==> config.mk <==
export PLATFORM = sky130hd
export DESIGN_NAME = brf_ctrl
export DESIGN_NICKNAME = d
export VERILOG_FILES = /design/src/design/brf_pkg.sv /design/src/design/brf_ctrl.sv
export SDC_FILE = /design/constraint.sdc
export NUM_CORES = 1
export LEC_CHECK = 0
export BUFFER_PORTS_ARGS = -buffer_cell sky130_fd_sc_hd__buf_2
export CORE_AREA = 2 2 39 41
export CTS_CLUSTER_SIZE = 8
export DETAILED_ROUTE_END_ITERATION = 10
export DIE_AREA = 0 0 41 43
export GPL_ROUTABILITY_DRIVEN = 0
export GPL_TIMING_DRIVEN = 0
export PLACE_DENSITY = 0.32
export SLEW_MARGIN = 10
export SYNTH_ARGS = -nofsm -noshare
export SYNTH_HDL_FRONTEND = slang
export SYNTH_SLANG_ARGS = --single-unit
==> constraint.sdc <==
create_clock -name i_clk -period 0.9 [get_ports i_clk]
set_input_delay 0.09 -clock i_clk [delete_from_list [all_inputs] [get_ports i_clk]]
set_output_delay 0.09 -clock i_clk [all_outputs]
set_load 0.01 [all_outputs]
==> src/design/brf_pkg.sv <==
`timescale 1ns / 1ps
// ----------------------------------------------------------------------------
// brf_pkg
// Shared types and constants of the byte ring fifo with block admission.
// ----------------------------------------------------------------------------
package brf_pkg;

    // payload widths
    localparam int FUNC_W = 2;
    localparam int SIZE_W = 13;
    localparam int BYTE_W = 8;
    localparam int DATA_W = 32;
    localparam int ADDR_W = 3;

    // item function codes
    localparam logic [FUNC_W-1:0] FUNC_WRITE = 2'd0;
    localparam logic [FUNC_W-1:0] FUNC_READ  = 2'd1;

    // register index taken from paddr[2]
    localparam logic REG_CAPACITY = 1'b0;

    // controller to datapath commands
    typedef struct packed {
        logic load;   // capture the incoming item
        logic exec;   // judge the block and move one byte
        logic resp;   // present the result for one cycle
    } t_ctrl_cmd;

endpackage

==> src/design/brf_ctrl.sv <==
`timescale 1ns / 1ps
// ----------------------------------------------------------------------------
// brf_ctrl
// Sequencer: capture an item, execute it, present its result.
// ----------------------------------------------------------------------------
module brf_ctrl (
    input  logic               i_clk,
    input  logic               i_rst_n,
    input  logic               i_start,
    output logic               o_busy,
    output brf_pkg::t_ctrl_cmd o_cmd
);

    typedef enum logic [2:0] {
        S_IDLE = 3'b001,
        S_EXEC = 3'b010,
        S_RESP = 3'b100
    } t_state;

    t_state r_state;
    t_state n_state;

    // next state
    always_comb begin
        n_state = r_state;
        unique case (r_state)
            S_IDLE: begin
                if (i_start) n_state = S_EXEC;
            end
            S_EXEC: n_state = S_RESP;
            S_RESP: n_state = S_IDLE;
            default: n_state = S_IDLE;
        endcase
    end

    always_ff @(posedge i_clk) begin
        if (!i_rst_n) begin
            r_state <= S_IDLE;
        end else begin
            r_state <= n_state;
        end
    end

    // commands to the datapath
    assign o_busy     = (r_state != S_IDLE);
    assign o_cmd.load = (r_state == S_IDLE) && i_start;
    assign o_cmd.exec = (r_state == S_EXEC);
    assign o_cmd.resp = (r_state == S_RESP);

endmodule

Word-level counts from Yosys, hierarchy flattened

Index checks and enable logic that the tools add are counted.

Bits in registers: 3
Input bits: 3
Output and inout bits: 4
Word-level logic and storage cells: 9

Equality and inequality tests: 5
Multiplexer cells: 2
Reductions and logical operators: 1

Operator list:

| cell                 | number |
|---|---|
| $pmux W3 S2          | 1 |
| $eq A3 B1 Y1 const B | 1 |
| $eq A3 B2 Y1 const B | 1 |
| $eq A3 B3 Y1 const B | 1 |
| $mux W3              | 1 |
| $ne A3 B1 Y1 const B | 1 |
| $ne A2 B2 Y1 const B | 1 |
| $logic_and A1 B1 Y1  | 1 |

Depth between registers and ports, before layout

Gate-level depths: netlist of run 1.

Depth in word-level cells: 2
Depth in mapped cells: 3
Depth with buffers taken out: 2

Least setup slack after synthesis of run 1

OpenSTA, ideal clock, no wires.

Path type: register to output
From: register r_state[0]
To: output port o_cmd[2] in the netlist's numbering
Arrival time: 0.903 ns
Required time: 0.810 ns
Slack: -0.093 ns
Stages on the path, launching flop included: 3
Path buffers: 0
Path through: dfxtp_1 > or3b_1 > nor2_2

RTL lines:

| what                   | line           | text |
|---|---|---|
| start, declared        | brf_ctrl.sv:20 | `t_state r_state;` |
| start signal, assigned | brf_ctrl.sv:40 | `r_state <= n_state;` |
| end, declared          | brf_ctrl.sv:11 | `output brf_pkg::t_ctrl_cmd o_cmd` |

==> metrics.md, run 1 <==
| Metric | Value |
|---|---|
| Drt initial violations | `2` |
| Final Hold Vio Count | `0` |
| Clock root cell | `clkbuf_4` |
| Max_cap viols | `0` |
| First drt pass iteration count | `3` |
| Commonest non-fill, non-tap cell in the layout | `buf_6` |
| Final Cell Area | `~280 um2` |
| Synth area leader | `dfxtp_1` |
| Synthesis-to-finish area growth | `90.68%` |
| Max-slew headroom | `0.8701` |
| CP max stage delay | `around 410 ps` |
| Vias | `142` |
| Share of layout cells above drive strength 1 | `0.8148` |
| CTS sink count | `3` |
| Max Slew Vio Count | `0` |
| Top reg by flops | `r_state` |
| Largest registers | `r_state (3)` |
| DP Cell Count | `37` |
| Number of synthesized register bits | `3` |
| Final Power | `between 0.4 and 0.5 mW` |
| Initial antenna violation count | `0` |
| Setup ws final | `-344.6 ps` |
| Starting Density | `0.1067` |
| Io pins | `7` |
| Core Util, Final | `0.2034` |
| Overall routing resource usage | `0.05216` |
| Failing checks | `negative setup slack` |
| Placement Setup Slack | `-149.4 ps` |
| CTS tree | `yes` |
| Share of the synthesized area in the top cell type | `0.4068` |
| Power Density | `approximately 1700 nW/um2` |
| Critical Path Start Type | `flip-flop` |
| DR WL/cell | `a little over 8 um` |
| Placeable Area | `about 1400 um2` |
| CTS clock-pin slew for the worst setup and hold paths | `roughly 40 ps` |
| Hold WC Path Type | `input port to flip-flop` |
| Kind of critical path | `flip-flop to primary output` |
| Seq/Total Area, Yosys | `0.4068` |
| P_sw | `about 0.11 mW` |
| Slowest cell on crit path | `or3b_4` |
| Unique masters post-synth | `12` |
| Syn avg cell area | `roughly 9.8 um2` |
| Inserted Diodes | `0` |
| Worst EP required | `810 ps` |
| Site row count | `14` |
| CP cell instances | `or3b_4 > nor2_4 > buf_6` |
| DIE HEIGHT | `43 um` |
| Post-DP Area | `205.2 um2` |
| RSZ-0062 raised after global routing | `yes` |
| Power Internal | `0.3598 mW` |
| First-pass GRT wire length | `approximately 550 um` |
| Total gr overflow | `0` |
| Synthesized cell area | `between 100 and 150 um2` |
| Comb pwr share | `0.173` |
| Crit path max fanout | `4` |
| Htree depth | `1` |
| Final std cells w/o fill | `between 40 and 50` |
| Die area | `1763 um2` |
| # nets final | `31` |
| Fillers | `158` |
| Residual DRC count | `0` |
| Final setup violation count | `4` |
| Die Span X | `a little over 40 um` |
| Final Routed Wirelength | `about 350 um` |
| Crit. End Element | `primary output` |
| Largest net degree at the start of global routing | `6` |
| Synth top area cells | `dfxtp_1, nor2b_1, and4b_2, and3b_2, and2b_2` |
| VDD IR max | `approximately 0.41 mV` |
| LEAKAGE | `between 0.1 and 0.15 nW` |
| Num CTS Buffers | `3` |
| Flop pwr share | `0.319` |
| Worst Path Arrival | `approximately 1200 ps` |
| Largest register FFs | `3` |
| Port Buffer Count | `6` |
| Commonest cells after routing, fill and taps aside | `buf_6, buf_2, clkbuf_4, dfxtp_2, nor2b_1` |
| FMAX | `between 800 and 900 MHz` |
| Minimum clock period | `approximately 1200 ps` |
| Clock network power share | `0.508` |
| Routed Antenna Nets | `0` |
| Worst-Skew Late Latency | `230 ps` |
| Yosys warnings | `0` |
| Switching share of power | `0.2313` |
| Final worst path period share | `1.383` |
| Worst Max-Slew Pin Slew | `194.4 ps` |
| Syn Inst Count | `15` |
| Vias per inst | `between 3 and 4` |
| CTS Buffer Depth | `2` |
| Syn_nets | `18` |
| Status | `finished, violations left` |
| Vias in the first global route | `around 130` |
| Clock Skew | `around 3.7 ps` |
## power by group through the flow
stage	Clock, mW	Combinational [mW]	Sequential, mW
finish	0.238	0.0808	0.149
global route	0.269	0.0876	0.151
CTS	0.251	0.0705	0.149
detailed placement	0	0.0569	0.150
global placement	0	0.0563	0.150
floorplan	0	0.0397	0.148
## critical path, delay by kind of cell, from the launching register on
kind,cells,cell delay (ps)
DFF,1,330
buffers and inverters,1,100
and+or+nand+nor,2,500
## cell type report
cell class / instances / area [um2] / share of cell area
clock buffers: 4 / 26.28 / 0.09333
inverters: 1 / 3.754 / 0.01333
multi-input cells: 10 / 91.34 / 0.3244
flip-flops and latches: 3 / 63.81 / 0.2267
well taps: 16 / 20.02 / 0.07111
repair buffers: 9 / 76.32 / 0.2711
## cells in the mapped netlist
master and n:
dfxtp_1 3, nor2b_1 2, and2_1 1, and2b_2 1, and3b_2 1, and4b_2 1
buf_4 1, inv_1 1, nor2_2 1, nor3b_1 1, o21ai_0 1, or3b_1 1
## cells by family after synthesis
logic type      Yosys count  synth area share
flops                     3            0.4068
buf+inv                   2           0.07627
compound gates            1           0.03387
simple gates              9            0.4831
## stage by stage
step	hold WS [ps]	setup TNS [ps]
final	184.6	-1037
after global routing	185.2	-1299
after CTS	177.1	-1117
after detailed placement	426.7	-396.1
after global placement	417.2	-416.5
after floorplan	296.7	-49.14
## what timing repair did
item / in CTS / in global routing
gates resized for setup: 6 / 5
pin swaps: 1 / 3
buffers inserted: 2 / 1
hold buffers: 0 / 0
setup endpoints to repair: 4 / 6
## per-layer routing
layer / up-vias / wire (um) / track usage / share of wire
met5: - / 0 / 0 / 0
met4: 0 / 0 / 0.08000 / 0
met3: 0 / 20 / 0.01571 / 0.057
met2: 6 / 148 / 0.05313 / 0.42
met1: 64 / 180 / 0.06410 / 0.52
li1: 72 / - / - / -
## path summary, 6_finish.rpt
| path | slack [ps] | endpoint | cells past startpoint | from |
|---|---|---|---|---|
| worst min-delay path | 180 | r_state[1] | 2 | i_start |
| worst max-delay path | -340 | o_cmd[2] | 3 | r_state[2] |
| worst max register to register | 0 | r_state[2] | 3 | r_state[0] |
| worst min register to register | 510 | r_state[0] | 2 | r_state[2] |
Note: power is estimated with default switching activity, not from simulation.
==> inputs of run 2 (changes only) <==
--- a/config.mk
+++ b/config.mk
@@ -7,12 +7,11 @@
 export LEC_CHECK = 0
 export BUFFER_PORTS_ARGS = -buffer_cell sky130_fd_sc_hd__buf_2
 export CORE_AREA = 2 2 39 41
-export CTS_CLUSTER_SIZE = 8
 export DETAILED_ROUTE_END_ITERATION = 10
 export DIE_AREA = 0 0 41 43
 export GPL_ROUTABILITY_DRIVEN = 0
 export GPL_TIMING_DRIVEN = 0
-export PLACE_DENSITY = 0.32
+export PLACE_DENSITY_LB_ADDON = 0.12
 export SLEW_MARGIN = 10
 export SYNTH_ARGS = -nofsm -noshare
 export SYNTH_HDL_FRONTEND = slang
==> metrics.md, run 2 (synthesized netlist as in run 1, its figures left out) <==
| Metric | Value |
|---|---|
| Status | `finished, violations left` |
| Failing checks | `negative setup slack` |
| Power Density | `1667 nW/um2` |
| Commonest cells after routing, fill and taps aside | `buf_2, clkbuf_4, buf_6, dfxtp_2` |
| Fillers | `164` |
| HP Start | `i_rst_n` |
| # nets final | `31` |
| Clock Skew | `0.1702 ps` |
| Hold WC Path Type | `input port to flip-flop` |
| First drt pass iteration count | `2` |
| CTS hold repair buffers | `0` |
| Routed Antenna Nets | `0` |
| Worst Path Arrival | `around 1200 ps` |
| Worst EP required | `810 ps` |
| CTS clock-pin slew for the worst setup and hold paths | `roughly 40 ps` |
| FF-to-FF End | `r_state[2]` |
| Hold endpoint | `r_state[0]` |
| Die Span X | `between 40 and 50 um` |
| Max_cap viols | `0` |
| DR WL/cell | `roughly 8.4 um` |
| Top reg by flops | `r_state` |
| CTS Buffer Depth | `2` |
| Final worst path period share | `1.375` |
| Final Cell Area | `between 200 and 300 um2` |
| Critical Path Start Type | `flip-flop` |
| Initial antenna violation count | `0` |
| Slowest cell on crit path | `or3b_4` |
| Worst r2r src | `r_state[0]` |
| Met1 Resource Use GR | `0.06070` |
| Met2 Use GR | `0.07500` |
| Vias per inst | `around 3.4` |
| FMAX | `between 800 and 900 MHz` |
| CP cell instances | `or3b_4 > nor2_4 > buf_6` |
| Core Util, Final | `0.1971` |
| Kind of critical path | `flip-flop to primary output` |
| Met3 Use GR | `0.03141` |
| Post-DP Area | `about 210 um2` |
| Vias in the first global route | `around 170` |
| Worst Max-Slew Pin Slew | `between 200 and 250 ps` |
| Share of layout cells above drive strength 1 | `0.8148` |
| Io pins | `7` |
| CTS sink count | `3` |
| Starting Density | `0.1067` |
| Site row count | `14` |
| DP Cell Count | `37` |
| Final Routed Wirelength | `between 300 and 400 um` |
| RSZ-0062 raised after global routing | `yes` |
| Largest net degree at the start of global routing | `6` |
| CP max stage delay | `~410 ps` |
| Register-to-Register Path Depth | `3` |
| GR peak layer | `met4` |
| DIE HEIGHT | `between 40 and 50 um` |
| Setup TNS | `-1070 ps` |
| First-pass GRT wire length | `641 um` |
| Setup ws final | `-337.9 ps` |
| Drt initial violations | `1` |
| Htree depth | `1` |
| Largest registers | `r_state (3)` |
| CTS tree | `yes` |
| Worst-Skew Late Latency | `roughly 230 ps` |
| Synthesis-to-finish area growth | `84.75%` |
| Overall routing resource usage | `0.06112` |
| Minimum clock period | `about 1200 ps` |
| Final Hold Vio Count | `0` |
| Largest register FFs | `3` |
| Port Buffer Count | `6` |
| Crit. End Element | `primary output` |
| Die area | `about 1800 um2` |
| Commonest non-fill, non-tap cell in the layout | `buf_2` |
| Final std cells w/o fill | `43` |
| LEAKAGE | `between 0.1 and 0.15 nW` |
| Placeable Area | `1384 um2` |
| WHS | `around 190 ps` |
| Num CTS Buffers | `3` |
| Hold path depth | `3` |
| VDD IR max | `0.5581 mV` |
| Crit path max fanout | `4` |
| Reg2Reg Setup Slack | `0 ps` |
| Vias | `between 100 and 150` |
| Max Slew Vio Count | `0` |
| Inserted Diodes | `0` |
| Final setup violation count | `4` |
| Clock root cell | `clkbuf_4` |
| Residual DRC count | `0` |
| Max-slew headroom | `0.8402` |
| Total gr overflow | `0` |
-- run 2: worst max-delay path, delay by kind of cell, from the launching register on --
family	cells	cell delay (ps)
simple gates	2	500
flops	1	320
buf+inv	1	100
-- run 2: area by class of cell --
class,instances,area [um2],share of cell area
Multi-Input combinational cell,10,90.09,0.3303
Sequential cell,3,63.81,0.2339
Timing Repair Buffer,8,61.31,0.2248
Clock buffer,4,26.28,0.09633
Tap cell,16,20.02,0.07339
Buffer,1,7.507,0.02752
Inverter,1,3.754,0.01376
-- run 2: power by group --
part / internal (mW) / switching [mW] / total, mW
sequential: 0.142 / 0.00654 / 0.149
combinational: 0.0459 / 0.0294 / 0.0752
clock: 0.166 / 0.0648 / 0.231
-- run 2: worst max path at each step --
| stage | start | endpoint | cells past startpoint |
|---|---|---|---|
| global route | r_state[0] | o_cmd[2] | 3 |
| global placement | r_state[0] | o_cmd[1] | 4 |
| finish | r_state[2] | o_cmd[2] | 3 |
| detailed placement | r_state[0] | o_cmd[1] | 4 |
| floorplan | r_state[0] | o_cmd[2] | 2 |
| CTS | r_state[2] | o_cmd[2] | 3 |
-- run 2: metrics by stage --
stage / total power, mW / setup WS [ps]
after floorplan: 0.1873 / -49.14
after global placement: 0.2061 / -156.7
after detailed placement: 0.2071 / -167.5
after CTS: 0.4686 / -358.8
after global routing: 0.4906 / -382.6
final: 0.4547 / -337.9
-- run 2: per-layer routing --
layer | share of wire | routed length, um
met1 | 0.46 | 166
met3 | 0.089 | 32
met2 | 0.45 | 162
met4 | 0 | 0
met5 | 0 | 0
-- run 2: timing repair --
action / CTS / global route
resized for setup: 5 / 4
buffers inserted: 2 / 1
endpoints found under the hold margin: 0 / 0
setup endpoints to repair: 4 / 6
pin swaps: 1 / 1
gates cloned: 0 / 0
==> inputs of run 3 (changes only) <==
--- a/config.mk
+++ b/config.mk
@@ -5,6 +5,7 @@
 export SDC_FILE = /design/constraint.sdc
 export NUM_CORES = 1
 export LEC_CHECK = 0
+export ABC_AREA = 1
 export BUFFER_PORTS_ARGS = -buffer_cell sky130_fd_sc_hd__buf_2
 export CORE_AREA = 2 2 39 41
 export DETAILED_ROUTE_END_ITERATION = 10
==> metrics.md, run 3 <==
| Metric | Value |
|---|---|
| Crit path max fanout | `3` |
| Die area | `1763 um2` |
| DIE HEIGHT | `~43 um` |
| Power Internal | `0.3693 mW` |
| Max_cap viols | `0` |
| Post-DP Area | `195.2 um2` |
| Residual DRC count | `0` |
| FF-to-FF End | `r_state[0]` |
| FMAX | `roughly 1000 MHz` |
| Seq/Total Area, Yosys | `0.4138` |
| Worst r2r src | `r_state[2]` |
| Num CTS Buffers | `3` |
| Worst EP required | `810 ps` |
| Status | `finished, violations left` |
| CTS hold repair buffers | `0` |
| Worst Path Arrival | `roughly 910 ps` |
| Max Slew Vio Count | `0` |
| Syn Inst Count | `20` |
| DR WL/cell | `about 8.5 um` |
| First drt pass iteration count | `2` |
| Detail Placement HPWL | `approximately 250 um` |
| Vias | `~160` |
| Main synth FF type | `dfxtp_1` |
| Final Hold Vio Count | `0` |
| Number of synthesized register bits | `3` |
| RSZ-0062 raised after global routing | `yes` |
| Register-to-Register Path Depth | `6` |
| Inserted Diodes | `0` |
| LEAKAGE | `between 0.1 and 0.15 nW` |
| Core Util, Final | `0.2025` |
| Clock root cell | `clkbuf_4` |
| Largest registers | `r_state (3)` |
| Max-slew headroom | `0.9100` |
| P_sw | `roughly 0.15 mW` |
| Commonest cells after routing, fill and taps aside | `buf_2, clkbuf_4` |
| Failing checks | `negative setup slack` |
| Crit. End Element | `primary output` |
| Starting Density | `0.1049` |
| Crit path capture | `o_cmd[2]` |
| CP max stage delay | `around 350 ps` |
| Flop pwr share | `0.309` |
| Power Density | `about 1800 nW/um2` |
| Routed Antenna Nets | `0` |
| Largest net degree at the start of global routing | `4` |
| Worst setup path startpoint | `r_state[1]` |
| Vias per inst | `about 3.3` |
| Slowest cell on crit path | `dfxtp_4` |
| Top Family by Delay on Critical Path | `flip-flops` |
| # nets final | `36` |
| Initial antenna violation count | `0` |
| WP buf/inv | `2` |
| Commonest non-fill, non-tap cell in the layout | `buf_2` |
| Critical Path Start Type | `flip-flop` |
| Syn_nets | `23` |
| Share of layout cells above drive strength 1 | `0.7813` |
| Unique masters post-synth | `10` |
| Switching share of power | `0.2820` |
| Die Span X | `41 um` |
| Port Buffer Count | `6` |
| Hold WC Path Type | `input port to flip-flop` |
| Synthesis-to-finish area growth | `93.10%` |
| Io pins | `7` |
| CTS sink count | `3` |
| Largest register FFs | `3` |
| Overall routing resource usage | `0.06820` |
| Synthesized cell area | `around 150 um2` |
| Critical Path Stages | `4` |
| Reg2Reg Setup Slack | `-60 ps` |
| Total gr overflow | `0` |
| Setup ws final | `-103.9 ps` |
| First-pass GRT wire length | `roughly 680 um` |
| Synth top area cells | `dfxtp_1, inv_1, nand3_1, nor2_1, nand3_2` |
| Share of the synthesized area in the top cell type | `0.4138` |
| Drt initial violations | `1` |
| Clock Skew | `2.827 ps` |
| Final worst path period share | `1.115` |
| Synth area leader | `dfxtp_1` |
| Minimum clock period | `1004 ps` |
| Post-synth EDFFs | `0` |
| Yosys warnings | `0` |
| Comb pwr share | `0.223` |
| Placeable Area | `~1400 um2` |
| CTS Buffer Depth | `2` |
| Final Cell Area | `around 280 um2` |
| Fillers | `163` |
| Vias in the first global route | `174` |
| Post-synth top cells | `inv_1, dfxtp_1, nand3_1, nor2_1` |
| Top reg by flops | `r_state` |
| Htree depth | `1` |
| Final setup violation count | `5` |
| CTS clock-pin slew for the worst setup and hold paths | `about 40 ps` |
| Post-synth ARST share | `0` |
| Clock network power share | `0.468` |
| Most frequent cell after synthesis | `inv_1` |
| Worst-Skew Late Latency | `between 200 and 250 ps` |
| Final Routed Wirelength | `roughly 410 um` |
| VDD IR max | `between 0.4 and 0.5 mV` |
| Kind of critical path | `flip-flop to primary output` |
| Syn avg cell area | `between 7 and 8 um2` |
| Site row count | `14` |
| Worst Max-Slew Pin Slew | `between 100 and 150 ps` |
| CTS tree | `yes` |
| CP cell instances | `inv_4 > nand3_4 > nor2_2 > buf_2` |
==> run 3: final cells by class <==
| type | count | area, um2 | area share |
|---|---|---|---|
| inverter | 6 | 27.53 | 0.09821 |
| tap | 16 | 20.02 | 0.07143 |
| clock buffer | 4 | 26.28 | 0.09375 |
| timing repair buffer | 9 | 62.56 | 0.2232 |
| sequential | 3 | 66.31 | 0.2366 |
| multi-input combinational | 10 | 77.57 | 0.2768 |
==> run 3: logic make-up after synthesis <==
kind of cell,count (synthesis),synth area share
buffers and inverters,7,0.2069
DFF,3,0.4138
and+or+nand+nor,10,0.3792
==> run 3: stage by stage <==
| step | std cells | setup TNS, ps | hold WS [ps] | setup slack (ps) | power [mW] |
|---|---|---|---|---|---|
| 2_1_floorplan | 20 | 0 | 174.6 | 127.5 | 0.2009 |
| 3_3_place_gp | 42 | -28.71 | 316.4 | -28.71 | 0.2286 |
| 3_5_place_dp | 42 | -11.94 | 314.2 | -11.94 | 0.2278 |
| 4_1_cts | 49 | -415.5 | 64.71 | -125.6 | 0.5149 |
| 5_1_grt | 48 | -685.2 | 65.00 | -186.2 | 0.5594 |
| 6_report | 48 | -349.2 | 63.08 | -103.9 | 0.5144 |
==> run 3: per-layer routing <==
layer | global-route usage | wire [um]
met5 | 0 | 0
met4 | 0.08000 | 17
met3 | 0.04712 | 15
met2 | 0.1000 | 248
met1 | 0.04808 | 127
==> run 3: repair_timing <==
item / CTS / global route
endpoints found under the hold margin: 0 / 0
resized for setup: 8 / 8
endpoints found under the setup margin: 4 / 7
buffers inserted: 4 / 0
pin swaps: 0 / 1
==> run 3: power groups by stage <==
stage,Clock (mW),Combinational (mW),Sequential [mW]
final,0.241,0.115,0.159
after global routing,0.269,0.130,0.161
after CTS,0.256,0.102,0.156
after detailed placement,0,0.0736,0.154
after global placement,0,0.0741,0.154
after floorplan,0,0.0485,0.152
==> run 3: worst min path at each step <==
stage                 start    endpoint  depth (start not counted)
global route        i_rst_n  r_state[0]                          2
detailed placement  i_rst_n  r_state[0]                          2
global placement    i_rst_n  r_state[0]                          2
floorplan           i_rst_n  r_state[0]                          1
finish              i_rst_n  r_state[0]                          2
CTS                 i_rst_n  r_state[0]                          2
